## src/rtl/csmv_pkg.sv

```systemverilog
// Shared types and constants for the COO sparse matrix-vector multiplier.
// Used by every module of the block; depends on nothing.
package csmv_pkg;

  localparam int unsigned VECTOR_LEN = 1024;
  localparam int unsigned VEC_AW     = $clog2(VECTOR_LEN);

  localparam int unsigned COL_W  = 10;
  localparam int unsigned ROW_W  = 10;
  localparam int unsigned VAL_W  = 16;
  localparam int unsigned PROD_W = 2 * VAL_W;
  localparam int unsigned SUM_W  = 42;

  localparam int unsigned IN_DATA_W  = ((COL_W + ROW_W + VAL_W + 7) / 8) * 8;
  localparam int unsigned OUT_DATA_W = ((ROW_W + SUM_W + 7) / 8) * 8;

  localparam int unsigned QDEPTH = 4;
  localparam int unsigned QAW    = $clog2(QDEPTH);
  localparam int unsigned ODEPTH = 4;
  localparam int unsigned OAW    = $clog2(ODEPTH);

  typedef enum logic {
    OP_LOAD  = 1'b0,
    OP_ENTRY = 1'b1
  } op_t;

  typedef struct packed {
    logic [ROW_W-1:0] row;
    logic [VAL_W-1:0] value;
    logic [VAL_W-1:0] elem;
    logic             last;
  } entry_t;

  typedef struct packed {
    logic [ROW_W-1:0] row_index;
    logic [SUM_W-1:0] sum;
    logic             final_res;
  } result_t;

endpackage

```

## src/rtl/csmv_entry_q.sv

```systemverilog
// Short queue of looked-up matrix entries between the front end and the back end.
// Depends on csmv_pkg.
module csmv_entry_q (
  input  logic             clk,
  input  logic             rst_n,
  input  logic             push_valid,
  output logic             push_ready,
  input  csmv_pkg::entry_t push_data,
  output logic             pop_valid,
  input  logic             pop_ready,
  output csmv_pkg::entry_t pop_data
);

  csmv_pkg::entry_t            slots_r [csmv_pkg::QDEPTH];
  logic [csmv_pkg::QAW-1:0]    wr_ptr_r, wr_ptr_nxt;
  logic [csmv_pkg::QAW-1:0]    rd_ptr_r, rd_ptr_nxt;
  logic [csmv_pkg::QAW:0]      cnt_r, cnt_nxt;
  logic                        do_push, do_pop;

  assign push_ready = cnt_r != (csmv_pkg::QAW+1)'(csmv_pkg::QDEPTH);
  assign pop_valid  = cnt_r != '0;
  assign do_push    = push_valid && push_ready;
  assign do_pop     = pop_valid && pop_ready;
  assign pop_data   = slots_r[rd_ptr_r];

  always_comb begin
    wr_ptr_nxt = do_push ? wr_ptr_r + 1'b1 : wr_ptr_r;
    rd_ptr_nxt = do_pop ? rd_ptr_r + 1'b1 : rd_ptr_r;
    cnt_nxt    = cnt_r + (csmv_pkg::QAW+1)'(do_push) - (csmv_pkg::QAW+1)'(do_pop);
  end

  always_ff @(posedge clk) begin
    if (!rst_n) begin
      wr_ptr_r <= '0;
      rd_ptr_r <= '0;
      cnt_r    <= '0;
    end else begin
      wr_ptr_r <= wr_ptr_nxt;
      rd_ptr_r <= rd_ptr_nxt;
      cnt_r    <= cnt_nxt;
    end
  end

  always_ff @(posedge clk) begin
    if (do_push) begin
      slots_r[wr_ptr_r] <= push_data;
    end
  end

endmodule

```

## config.mk

```make
export PLATFORM = sky130hd
export DESIGN_NAME = csmv_entry_q
export DESIGN_NICKNAME = d
export VERILOG_FILES = /design/src/rtl/csmv_pkg.sv /design/src/rtl/csmv_entry_q.sv
export SDC_FILE = /design/constraint.sdc
export NUM_CORES = 1
export LEC_CHECK = 0
export BUFFER_PORTS_ARGS = -buffer_cell sky130_fd_sc_hd__buf_2
export CAP_MARGIN = 40
export CORE_MARGIN = 3
export CORE_UTILIZATION = 45
export DETAILED_ROUTE_END_ITERATION = 16
export PLACE_DENSITY = 0.7
export SYNTH_ARGS = -nofsm -noshare
export SYNTH_HDL_FRONTEND = slang
export SYNTH_SLANG_ARGS = --single-unit
```

## constraint.sdc

```tcl
create_clock -name clk -period 2.15 [get_ports clk]
set_input_delay 0.43 -clock clk [delete_from_list [all_inputs] [get_ports clk]]
set_output_delay 0.43 -clock clk [all_outputs]
set_load 0.005 [all_outputs]
```

==> Word-level counts from Yosys, hierarchy flattened <==
Memory sizes are Yosys's and may differ from the RTL's. A register that Yosys moved wholly into a read port is not among the register bits.
Index checks and enable logic that the tools add are counted.
{ "totals": {"regBits": 7, "ram_bits": 172, "in_bits": 47, "out_inout_bits": 45, "word_cells": 16, "n_memories": 1} }
{ "op_classes": {"add_sub_neg": 4, "eq_ne": 1, "mux": 4, "reduce_logical": 3} }
{ "memory_table": {"columns": ["memory", "depth", "width", "read_ports", "rd_ports_with_merged_regs", "write_ports", "line_no", "source"], "rows": [
  ["slots_r", 4, 43, 1, 1, 1, "csmv_entry_q.sv:14", "csmv_pkg::entry_t slots_r [csmv_pkg::QDEPTH];"]
]} }
{ "op_table": {"columns": ["cell", "n"], "rows": [
  ["2-bit by 1-bit adder with 2-bit output (second input constant)", 2],
  ["2-bit 2-to-1 mux", 2],
  ["3-bit by 1-bit adder with 3-bit output", 1],
  ["3-bit inequality test (second input constant)", 1],
  ["3-bit nonzero test", 1],
  ["3-bit by 1-bit subtractor with 3-bit output", 1],
  ["1-bit logical AND", 2],
  ["1-bit 2-to-1 mux", 2]
]} }

==> Longest topological paths before layout <==
{ "depth": {"word_depth": 4, "mapped_depth": 11, "ltp_nobuf": 11} }

==> Worst setup path after synthesis <==
No wires, ideal clock.
{ "synth_path": {"path_type": "reg-to-reg", "from": "register cnt_r[1] in the netlist's numbering", "to": "memory slots_r[2][0] in the netlist's numbering, enable pin", "setup_ns": 0.405, "arrival_ns": 1.860, "required_time_ns": 1.745, "slack_ns": -0.114, "stages_incl_launch_ff": 4, "n_path_buf": 0, "synth_period_minus_slack_ns": 2.264, "path_cell_list": "dfxtp_1 -> nor2_1 -> a21boi_2 -> and2_1"} }
{ "synth_via": {"elab_chain_len": 4} }
{ "synth_rtl": {"columns": ["element", "line_no", "source"], "rows": [
  ["from (decl)", "csmv_entry_q.sv:17", "logic [csmv_pkg::QAW:0] cnt_r, cnt_nxt;"],
  ["from (signal assigned)", "csmv_entry_q.sv:40", "cnt_r <= cnt_nxt;"],
  ["3-bit inequality test", "csmv_entry_q.sv:20", "assign push_ready = cnt_r != (csmv_pkg::QAW+1)'(csmv_pkg::QDEPTH);"],
  ["1-bit logical AND", "csmv_entry_q.sv:22", "assign do_push = push_valid && push_ready;"],
  ["1-bit 2-to-1 mux", "csmv_entry_q.sv:45", "if (do_push) begin"],
  ["1-bit 2-to-1 mux (not written as such)", "csmv_entry_q.sv:46", "slots_r[wr_ptr_r] <= push_data;"],
  ["to (decl)", "csmv_entry_q.sv:14", null]
]} }
Every way passes these cells.

==> impl_metrics.csv <==
group,metric,value,unit
route,wl_met2,5750,um
placed_design,finalWeightedCongestion,0.686,
logic_synthesis,netlist_top_cells_area,"edfxtp_1 77%, mux4_2 13%, dfxtp_1 2.7%, buf_12 1.2%, mux4_1 1.2%",
sta,worst_pin_slew,0.348,ns
floorplan,die_y,128,um
critical_path,required,1.72,ns
cells_and_area,finalNonFillerCells,586,
grt,grt_use_total,14.6,%
power_and_ir_drop,p_leak,2.75,nW
hold_path,min_path_type,"input pin to flip-flop",
outcome,violations,"negative setup slack",
critical_path,cpPeakStageDelay,0.51,ns
sta,final.min_clock_period,2.17,ns
clock_tree,cts_root_buf,"clkbuf_16",
cells_and_area,layout_commonest_cell,"edfxtp_1",
route,vias,3064,
route,wl_met1,4880,um
grt,grt_pass1_wl,17600,um
floorplan,core,0.0146,mm^2
logic_synthesis,syn_nets,327,
critical_path,cpMaxStageDelayCell,"mux4_2",
placed_design,dpl_cell_area,0.00748,mm^2
power_and_ir_drop,irDropWorstVdd,0.571,mV
sta,fin_crit_sh,101,%
logic_synthesis,yosysWarnings,0,
logic_synthesis,postSynthCellCount,273,
sta,max_freq,460,MHz
floorplan,pin_count,92,
clock_tree,htreeDepth,4,
critical_path,ff2ff_setup_slack,0.09,ns
logic_synthesis,yosysTopAreaCell,"edfxtp_1",
logic_synthesis,post_synth.cell_area_avg,24.7,um^2
logic_synthesis,ys_seq_area_share,79.4,%
cells_and_area,n_fill_cell,1098,
critical_path,path_cells,"clkbuf_16, mux4_2, buf_2",
placed_design,port-buffer-count,91,
cells_and_area,n_antenna_cell,0,
hold_path,hold_depth,1,
clock_tree,clk_pin_slew,0.06,ns
cells_and_area,final_cell_mix,"172 x edfxtp_1, 88 x buf_2, 43 x mux4_2",
sta,setup_slack,-0.0224,ns
placed_design,dp_cells,550,
cells_and_area,drive_gt1_share,47.3,%
route,wl,11400,um
route,first_iter_violations,243,
placed_design,dpl.hpwl,7000,um
route,wl_per_cell,19.4,um
clock_tree,cts_buffer_depth,2,
sta,skew,0.00610,ns
floorplan,die-width,128,um
logic_synthesis,syn-cell-area,0.00673,mm^2
cells_and_area,fin_area,0.00810,mm^2
floorplan,initial_core_util,46.1,%
clock_tree,cts_made_buffers,17,
route,first_pass_iters,4,
clock_tree,cts.sinks,181,
placed_design,dp_slack,-0.0343,ns
critical_path,crit_type,"flip-flop to output port",
critical_path,crit_family,"multiplexers",
hold_path,hp-start,"push_data[25]",
floorplan,dieArea,0.0165,mm^2
logic_synthesis,synth.distinct_cells,21,
logic_synthesis,synth_seq_cells,181,
critical_path,worst_setup_path_end_kind,"output port",
floorplan,rows,44,
route,viasPerCell,5.23,
route,dr_wl_met3,614,um
critical_path,r2r-end,"cnt_r[2]",
sta,tns,-0.0778,ns
power_and_ir_drop,p_per_area,1150,mW/mm^2
job,maxCapViolCount,0,
clock_tree,cts_tree,"done",
grt,gr-total-overflow,0,
grt,grt_pass1_vias,3295,
sta,setup_viol,7,
sta,grt_setup_unrepaired,"yes",
route,post-route-drc-count,0,
cells_and_area,utilization,55.5,%
critical_path,crit_fanout,11,
sta,slew_viol_final,0,
critical_path,rr_worst_depth,9,
cells_and_area,nNetsFinal,443,
grt,grt_max_degree,31,
cells_and_area,area_growth,20.3,%
sta,holdWs,0.225,ns
sta,max_slew_margin,76.4,%
power_and_ir_drop,total_power,9.27,mW
outcome,status,"complete, but fails checks",
route,ant_nets,0,
critical_path,cp-start-kind,"flip-flop",
clock_tree,insertion_delay,0.42,ns
sta,hold_violations,0,
critical_path,crit_buf_inv,2,
critical_path,rr_startpoint,"cnt_r[0]",
critical_path,cp.arrival,1.74,ns
route,maxUsedRoutingLayer,"met5",
logic_synthesis,synth_top_area_share,76.7,%
hold_path,min_to,"slots_r[3][25]",
grt,antenna_found_initial,1,
## area by class of cell
type / count / area (um^2) / area share, %
Clock buffer: 17 / 425 / 5.25
Clock inverter: 15 / 90.1 / 1.11
Inverter: 5 / 18.8 / 0.232
Multi-Input combinational cell: 76 / 1250 / 15.5
Sequential cell: 181 / 5360 / 66.2
Tap cell: 184 / 230 / 2.84
Timing Repair Buffer: 108 / 722 / 8.92
## synth_stat cells
| cell | n |
|---|---|
| edfxtp_1 | 172 |
| mux4_2 | 40 |
| dfxtp_1 | 9 |
| and2_1 | 7 |
| ha_1 | 6 |
| inv_1 | 5 |
| nand2_1 | 5 |
| buf_12 | 4 |
| buf_2 | 4 |
| xnor2_1 | 4 |
| mux4_1 | 3 |
| nor2b_1 | 3 |
| clkbuf_1 | 2 |
| mux2i_1 | 2 |
| a21boi_2 | 1 |
| buf_6 | 1 |
| fa_1 | 1 |
| nor2_1 | 1 |
| o311ai_1 | 1 |
| o31a_1 | 1 |
| or3_1 | 1 |
## routing by layer
layer	GRT usage, %	vias to the layer above
li1	-	1368
met1	19.0	1598
met2	23.0	83
met3	5.42	13
met4	5.06	2
met5	0	-
## power breakdown
group	internal (mW)	switching (mW)	leakage [nW]
logic	1.21	0.943	0.854
clock network	1.46	1.23	0.243
registers	4.29	0.150	1.65
total	6.95	2.32	2.75
## state kept, by name (all words and copies together) (netlist names), named ones only
signal	cells
slots_r	172
cnt_r	3
wr_ptr_r	2
rd_ptr_r	2
## worst max-delay path by stage
stage | startpoint | to | depth (start not counted)
floorplan | push_valid | cnt_r[2] | 10
global placement | push_valid | cnt_r[2] | 11
detailed placement | push_valid | cnt_r[2] | 11
CTS | flip-flop | pop_data[31] | 3
global route | flip-flop | pop_data[33] | 3
finish | flip-flop | pop_data[33] | 3
## logic make-up (layout without fill, tap and decap cells)
group                    Yosys count  in the layout  share of synthesized area, %
AO/OA/AOI/OAI                      3              3                         0.427
XOR/XNOR                           4              4                         0.520
adder cells (fa/ha/maj)            7              7                          1.41
buffers and inverters             16            145                          2.04
flip-flops                       181            181                          79.4
multiplexers                      45             45                          14.8
AND/OR/NAND/NOR                   17             17                          1.36
## timing repair
action	in CTS	in global routing
pin swaps	0	1
hold buffers	0	0
gates resized for setup	5	8
cloned	1	1
endpoints found under the setup margin	24	34
setup buffers	0	2
Power figures use the tool's default switching activity.
