$ cat config.mk
export PLATFORM = sky130hd
export DESIGN_NAME = csmv_back
export DESIGN_NICKNAME = d
export VERILOG_FILES = /design/src/rtl/csmv_pkg.sv /design/src/rtl/csmv_back.sv
export SDC_FILE = /design/constraint.sdc
export NUM_CORES = 1
export LEC_CHECK = 0
export BUFFER_PORTS_ARGS = -buffer_cell sky130_fd_sc_hd__buf_2
export CORE_MARGIN = 3
export CORE_UTILIZATION = 44
export DETAILED_ROUTE_END_ITERATION = 8
export PLACE_DENSITY = 0.64
export SYNTH_ARGS = -nofsm -noshare
export SYNTH_HDL_FRONTEND = slang
export SYNTH_SLANG_ARGS = --single-unit
$ cat constraint.sdc
create_clock -name clk -period 15.37 [get_ports clk]
set_clock_uncertainty 0.1 [all_clocks]
set_input_delay 1.537 -clock clk [delete_from_list [all_inputs] [get_ports clk]]
set_output_delay 1.537 -clock clk [all_outputs]
set_load 0.01 [all_outputs]
$ cat src/rtl/csmv_pkg.sv
// Shared types and constants for the COO sparse matrix-vector multiplier.
// Used by every module of the block; depends on nothing.
package csmv_pkg;

  localparam int unsigned VECTOR_LEN = 1024;
  localparam int unsigned VEC_AW     = $clog2(VECTOR_LEN);

  localparam int unsigned COL_W  = 10;
  localparam int unsigned ROW_W  = 10;
  localparam int unsigned VAL_W  = 16;
  localparam int unsigned PROD_W = 2 * VAL_W;
  localparam int unsigned SUM_W  = 42;

  localparam int unsigned IN_DATA_W  = ((COL_W + ROW_W + VAL_W + 7) / 8) * 8;
  localparam int unsigned OUT_DATA_W = ((ROW_W + SUM_W + 7) / 8) * 8;

  localparam int unsigned QDEPTH = 4;
  localparam int unsigned QAW    = $clog2(QDEPTH);
  localparam int unsigned ODEPTH = 4;
  localparam int unsigned OAW    = $clog2(ODEPTH);

  typedef enum logic {
    OP_LOAD  = 1'b0,
    OP_ENTRY = 1'b1
  } op_t;

  typedef struct packed {
    logic [ROW_W-1:0] row;
    logic [VAL_W-1:0] value;
    logic [VAL_W-1:0] elem;
    logic             last;
  } entry_t;

  typedef struct packed {
    logic [ROW_W-1:0] row_index;
    logic [SUM_W-1:0] sum;
    logic             final_res;
  } result_t;

endpackage

$ cat src/rtl/csmv_back.sv
// Back end: multiplies each entry by its vector element, accumulates row sums and
// queues finished rows for the result channel. Depends on csmv_pkg.
module csmv_back (
  input  logic              clk,
  input  logic              rst_n,
  input  logic              ent_valid,
  output logic              ent_ready,
  input  csmv_pkg::entry_t  ent,
  output logic              res_valid,
  input  logic              res_ready,
  output csmv_pkg::result_t res
);

  // Multiply stage.
  logic                              m_valid_r, m_valid_nxt;
  logic signed [csmv_pkg::PROD_W-1:0] m_prod_r;
  logic [csmv_pkg::ROW_W-1:0]        m_row_r;
  logic                              m_last_r;

  // Row accumulator.
  logic                       open_r, open_nxt;
  logic [csmv_pkg::ROW_W-1:0] cur_row_r, cur_row_nxt;
  logic [csmv_pkg::SUM_W-1:0] sum_r, sum_nxt;

  // Result queue; one accumulate can add two results.
  csmv_pkg::result_t          ofifo_r [csmv_pkg::ODEPTH];
  logic [csmv_pkg::OAW-1:0]   owr_ptr_r, owr_ptr_nxt;
  logic [csmv_pkg::OAW-1:0]   ord_ptr_r, ord_ptr_nxt;
  logic [csmv_pkg::OAW:0]     ocnt_r, ocnt_nxt;

  logic                       acc_fire, row_change, push0, push1, do_pop;
  logic [csmv_pkg::SUM_W-1:0] prod_ext, base, nsum;
  logic [csmv_pkg::OAW:0]     npush;
  csmv_pkg::result_t          r0, r1;

  assign acc_fire  = m_valid_r &&
                     (ocnt_r <= (csmv_pkg::OAW+1)'(csmv_pkg::ODEPTH - 2));
  assign ent_ready = !m_valid_r || acc_fire;

  always_comb begin
    m_valid_nxt = m_valid_r;
    if (ent_ready) begin
      m_valid_nxt = ent_valid;
    end
  end

  always_ff @(posedge clk) begin
    if (ent_ready && ent_valid) begin
      m_prod_r <= $signed(ent.value) * $signed(ent.elem);
      m_row_r  <= ent.row;
      m_last_r <= ent.last;
    end
  end

  assign prod_ext   = {{(csmv_pkg::SUM_W - csmv_pkg::PROD_W){m_prod_r[csmv_pkg::PROD_W-1]}},
                       m_prod_r};
  assign row_change = open_r && (m_row_r != cur_row_r);
  assign base       = row_change ? '0 : sum_r;
  assign nsum       = base + prod_ext;
  assign push0      = acc_fire && row_change;
  assign push1      = acc_fire && m_last_r;

  always_comb begin
    r0.row_index = cur_row_r;
    r0.sum       = sum_r;
    r0.final_res = 1'b0;
    r1.row_index = m_row_r;
    r1.sum       = nsum;
    r1.final_res = 1'b1;
  end

  always_comb begin
    open_nxt    = open_r;
    cur_row_nxt = cur_row_r;
    sum_nxt     = sum_r;
    if (acc_fire) begin
      cur_row_nxt = m_row_r;
      if (m_last_r) begin
        open_nxt = 1'b0;
        sum_nxt  = '0;
      end else begin
        open_nxt = 1'b1;
        sum_nxt  = nsum;
      end
    end
  end

  assign do_pop = res_valid && res_ready;
  assign npush  = (csmv_pkg::OAW+1)'(push0) + (csmv_pkg::OAW+1)'(push1);

  always_comb begin
    owr_ptr_nxt = owr_ptr_r + csmv_pkg::OAW'(npush);
    ord_ptr_nxt = do_pop ? ord_ptr_r + 1'b1 : ord_ptr_r;
    ocnt_nxt    = ocnt_r + npush - (csmv_pkg::OAW+1)'(do_pop);
  end

  always_ff @(posedge clk) begin
    if (!rst_n) begin
      m_valid_r <= 1'b0;
      open_r    <= 1'b0;
      cur_row_r <= '0;
      sum_r     <= '0;
      owr_ptr_r <= '0;
      ord_ptr_r <= '0;
      ocnt_r    <= '0;
    end else begin
      m_valid_r <= m_valid_nxt;
      open_r    <= open_nxt;
      cur_row_r <= cur_row_nxt;
      sum_r     <= sum_nxt;
      owr_ptr_r <= owr_ptr_nxt;
      ord_ptr_r <= ord_ptr_nxt;
      ocnt_r    <= ocnt_nxt;
    end
  end

  // The closed previous row goes first, then the row ended by the last entry.
  always_ff @(posedge clk) begin
    if (push0) begin
      ofifo_r[owr_ptr_r] <= r0;
    end
    if (push1) begin
      ofifo_r[push0 ? owr_ptr_r + 1'b1 : owr_ptr_r] <= r1;
    end
  end

  assign res_valid = ocnt_r != '0;
  assign res       = ofifo_r[ord_ptr_r];

endmodule

* Word level (Yosys, flattened, before mapping)
Memories as Yosys holds them, arrays and structs flattened. A register that Yosys moved wholly into a read port is not among the register bits. Cells that the tools add are included.
Word-level totals: register bits after elaboration 104, RAM bits 212, logic and storage cells 40, memories 1
Memories:
- ofifo_r | words 4, bits a word 53, rd ports 1, clocked after memory_dff 1, wr ports 2, line csmv_back.sv:26 | csmv_pkg::result_t ofifo_r [csmv_pkg::ODEPTH];
Operators by class: $add $sub $neg 7, multiply operators 1, magnitude comparators 1, equality and inequality tests 1, mux-type cells 10, reductions and logical operators 9
Operators with widths (count):
- $mux W42 | 2
- $add A42 B42 Y42 | 1
- $mul A16 B16 Y32 | 1
- $ne A10 B10 Y1 | 1
- $logic_and A1 B1 Y1 | 6
- $mux W2 | 3
- $mux W1 | 5
- $add A2 B1 Y2 const B | 2
- $add A3 B2 Y3 | 1
- $le A3 B2 Y1 const B | 1
- $reduce_bool A3 Y1 | 1
- $sub A3 B1 Y3 | 1
- $add A1 B1 Y2 | 1
- $add A2 B2 Y2 | 1
- $logic_not A1 Y1 | 1
- $logic_or A1 B1 Y1 | 1

* Longest topological paths before layout
depth in word-level cells 6, mapped depth 25, mapped depth without buffers 24

* Worst setup path before layout
No wires, ideal clock.
path type input -> register, from input ent[24] in the netlist's numbering, to register m_prod_r[31] in the netlist's numbering, data pin, library setup time 263 ps, arrival 6947 ps, data required time 15007 ps, slack 8060 ps, stages on the path 23, cell sequence clkbuf_1 -> nand2_1 -> fa_1 -> inv_1 -> fa_1 -> inv_1 -> fa_1 -> inv_1 -> fa_1 -> fa_1 -> inv_1 -> fa_1 -> inv_1 -> ha_1 -> nand3_1 -> nor3b_1 -> o41ai_1 -> o2111ai_1 -> nand3_1 -> a21oi_1 -> o31a_1 -> a311oi_1 -> xnor2_1
On the way: word-level cells in the longest chain between the ends 1
RTL lines:
- from (decl) | line csmv_back.sv:8 | input csmv_pkg::entry_t ent,
- $mul A16 B16 Y32 | line csmv_back.sv:49 | m_prod_r <= $signed(ent.value) * $signed(ent.elem);
- to (signal assigned) | line csmv_back.sv:49
- to (decl) | line csmv_back.sv:16 | logic signed [csmv_pkg::PROD_W-1:0] m_prod_r;
No other way between the ends. A chain may end at the register's enable or synchronous reset.

* Final worst setup path
from input ent[32] in the netlist's numbering, to register m_prod_r[29] in the netlist's numbering, data pin
The elaborated chain is that of the path after synthesis.

==> flow_metrics.env <==
export IMPL_outcome="finished clean"
export IMPL_final_common_cell="nand2_1"
export IMPL_setup_violations_final=0
export IMPL_portBuffers=101
export IMPL_multi_input_area_um2=15920
export IMPL_clk_path_buf_depth=3
export IMPL_cp_start_kind="input pin"
export IMPL_syn_num_nets=3068
export IMPL_drive_above_1_share=0.09447
export IMPL_setup_tns_ns=0
export IMPL_drt_iter0_drc=1612
export IMPL_die_w_um=251.1
export IMPL_cp_arrival_ns=7.66
export IMPL_die_h_um=251.1
export IMPL_numCtsBuffers=34
export IMPL_grt_max_degree=94
export IMPL_antenna_found_initial=0
export IMPL_seqCellArea_um2=8886
export IMPL_ant_nets=0
export IMPL_ctsResizeCount=0
export IMPL_grt_pass1_wl_um=108500
export IMPL_diodes=0
export IMPL_clk_latency_ns=0.54
export IMPL_mostFrequentLayoutCells="330 x nand2_1, 291 x inv_1, 264 x fa_1"
export IMPL_cts_tree="done"
export IMPL_hold_viol=0
export IMPL_crit_fanout=16
export IMPL_die_area_um2=63060
export IMPL_required_ns=15.55
export IMPL_rsz0062_at_grt="no"
export IMPL_grt_pass1_vias=19810
export IMPL_grt_usage=0.2146
export IMPL_root_buffer="clkbuf_16"
export IMPL_ys_types=63
export IMPL_final_max_slew_viol_count=0
export IMPL_slew_headroom=0.2282
export IMPL_dr_pass1_iters=6
export IMPL_hold_buffers=0
export IMPL_ys_seq_area_frac=0.3359
export IMPL_post_route_util=0.4821
export IMPL_hp_class="flop to flop"
export IMPL_synthCells=2625
export IMPL_grt_ovfl_total=0
export IMPL_synth_cell_area_um2=26440
export IMPL_gp_congestion=0.9101
export IMPL_drcViolationCount=0
export IMPL_syn_to_final_growth_pct=8.032
export IMPL_synth_flop_cell="edfxtp_1"
export IMPL_clkTransAtPathRegs_ns=0.06
export IMPL_wire_per_inst_um=19.64
export IMPL_cap_violations=0
export IMPL_rows=89
export IMPL_nFillCells=5467
export IMPL_critPathKind="input pin to flop"
export IMPL_nNetsFinal=3074
export IMPL_pwr_density_cell_nw_per_um2=228.2
export IMPL_holdWs_ns=0.3461
export IMPL_ir_worst_vdd_uv=255.7
export IMPL_start_util=0.4462
export IMPL_synth_async_reset_ratio=0
export IMPL_postCtsSetupBuffers=0
export IMPL_end_kind="flop"
export IMPL_dpl_hpwl_um=45130
export IMPL_clock_fmax_mhz=133.6
export IMPL_clock_sinks=318
export IMPL_fin_crit_sh=0.4871
export IMPL_syn_area_per_cell_um2=10.07
export IMPL_core_area_um2=59240
export IMPL_period_needed_ns=7.486
export IMPL_vias=19180
export IMPL_synth_edf_count=251
export IMPL_ys_warn_count=0
export IMPL_io_pins=102
export IMPL_viasPerCell=5.591
export IMPL_p_leak_uw=0.01153
export IMPL_tightest_slew_ns=1.158
export IMPL_wl_um=67370
export IMPL_ys_ff_latch=318
export IMPL_htreeDepth=2
cell families (layout without fill, tap and decap cells):
logic type / after synthesis / after routing / synth area share
mux: 54 / 54 / 0.04553
xor+xnor: 86 / 86 / 0.02878
flops: 318 / 318 / 0.3359
compound gates: 438 / 438 / 0.09835
simple gates: 897 / 897 / 0.1650
fa+ha+maj: 396 / 396 / 0.2624
buf+inv: 436 / 468 / 0.06404
path summary, 6_finish.rpt:
| path | start | end | slack, ns | cells after the start |
|---|---|---|---|---|
| setup reg to reg | m_row_r[9]$_DFFE_PP_ | ofifo_r[3][41]$_DFFE_PP_ | 9.91 | 16 |
| hold / removal | ofifo_r[2][0]$_SDFFE_PP1P_ | ofifo_r[2][0]$_SDFFE_PP1P_ | 0.35 | 2 |
| setup / recovery | ent[32] | m_prod_r[29]$_DFFE_PP_ | 7.88 | 23 |
| hold reg to reg | ofifo_r[2][0]$_SDFFE_PP1P_ | ofifo_r[2][0]$_SDFFE_PP1P_ | 0.35 | 2 |
Yosys cell counts, drive strengths merged (14+ instances only):
cell type | number | area [um^2]
clkbuf | 98 | 367.9
a21boi | 16 | 120.1
nand2b | 18 | 112.6
nor2 | 54 | 205.2
mux4 | 53 | 1194
ha | 132 | 1652
nor3 | 14 | 70.07
xor2 | 30 | 262.8
nand2 | 338 | 1274
a21oi | 67 | 339.1
inv | 292 | 1096
o21ai | 247 | 1240
edfxtp | 251 | 7537
a21o | 24 | 180.2
dfxtp | 67 | 1341
and2 | 208 | 1301
nand3 | 216 | 1081
fa | 264 | 5285
a211oi | 14 | 105.1
xnor2 | 56 | 498.0
buf | 46 | 229.0
layer usage:
layer / vias to the layer above / track usage / part of all wire
li1: 8902 / - / -
met1: 9468 / 0.2960 / 0.44
met2: 695 / 0.3612 / 0.48
met3: 111 / 0.02452 / 0.063
met4: 0 / 0.06100 / 0.022
met5: - / 0 / 0
metrics by stage:
step	worst slack (ns)	power, uW	std cells	cell area (um^2)
global placement	7.598	5568	3368	27470
global route	7.592	7141	3430	28560
finish	7.884	6516	3430	28560
CTS	7.944	6530	3430	28560
floorplan	8.060	4691	2625	26440
detailed placement	7.376	5706	3368	27470
flip-flops by register name, summed over array words and instances (netlist names), named ones only:
signal,cells
m_prod_r,32
open_r,1
ofifo_r,212
cur_row_r,10
ocnt_r,3
m_row_r,10
owr_ptr_r,2
m_valid_r,1
ord_ptr_r,2
sum_r,42
m_last_r,1
power by group:
| part | switching, uW | internal [uW] |
|---|---|---|
| clock network | 346 | 459 |
| registers | 95.5 | 1240 |
| logic | 2490 | 1880 |
cell type report:
type,instances,share of cell area
repair buffers,114,0.02112
clock inverters,20,0.006090
well taps,773,0.03387
clock buffers,42,0.03189
inverters,292,0.03838
flip-flops and latches,318,0.3112
multi-input cells,1871,0.5575
worst max-delay path, cell delays in order:
cell and delay (ns):
buf_2 0.21, nand2_1 0.16, inv_1 0.10, fa_1 0.70, inv_1 0.10, fa_1 0.55
inv_1 0.05, fa_1 0.52, inv_1 0.07, fa_1 0.55, fa_1 0.43, fa_1 0.50
inv_1 0.04, ha_1 0.32, o21ai_0 0.15, a211oi_1 0.27, o211ai_1 0.19, o2111ai_1 0.39
nand3_1 0.18, a31oi_1 0.25, a21o_1 0.16, a21oi_1 0.07, xnor2_1 0.13
(Power assumes the default switching activity.)
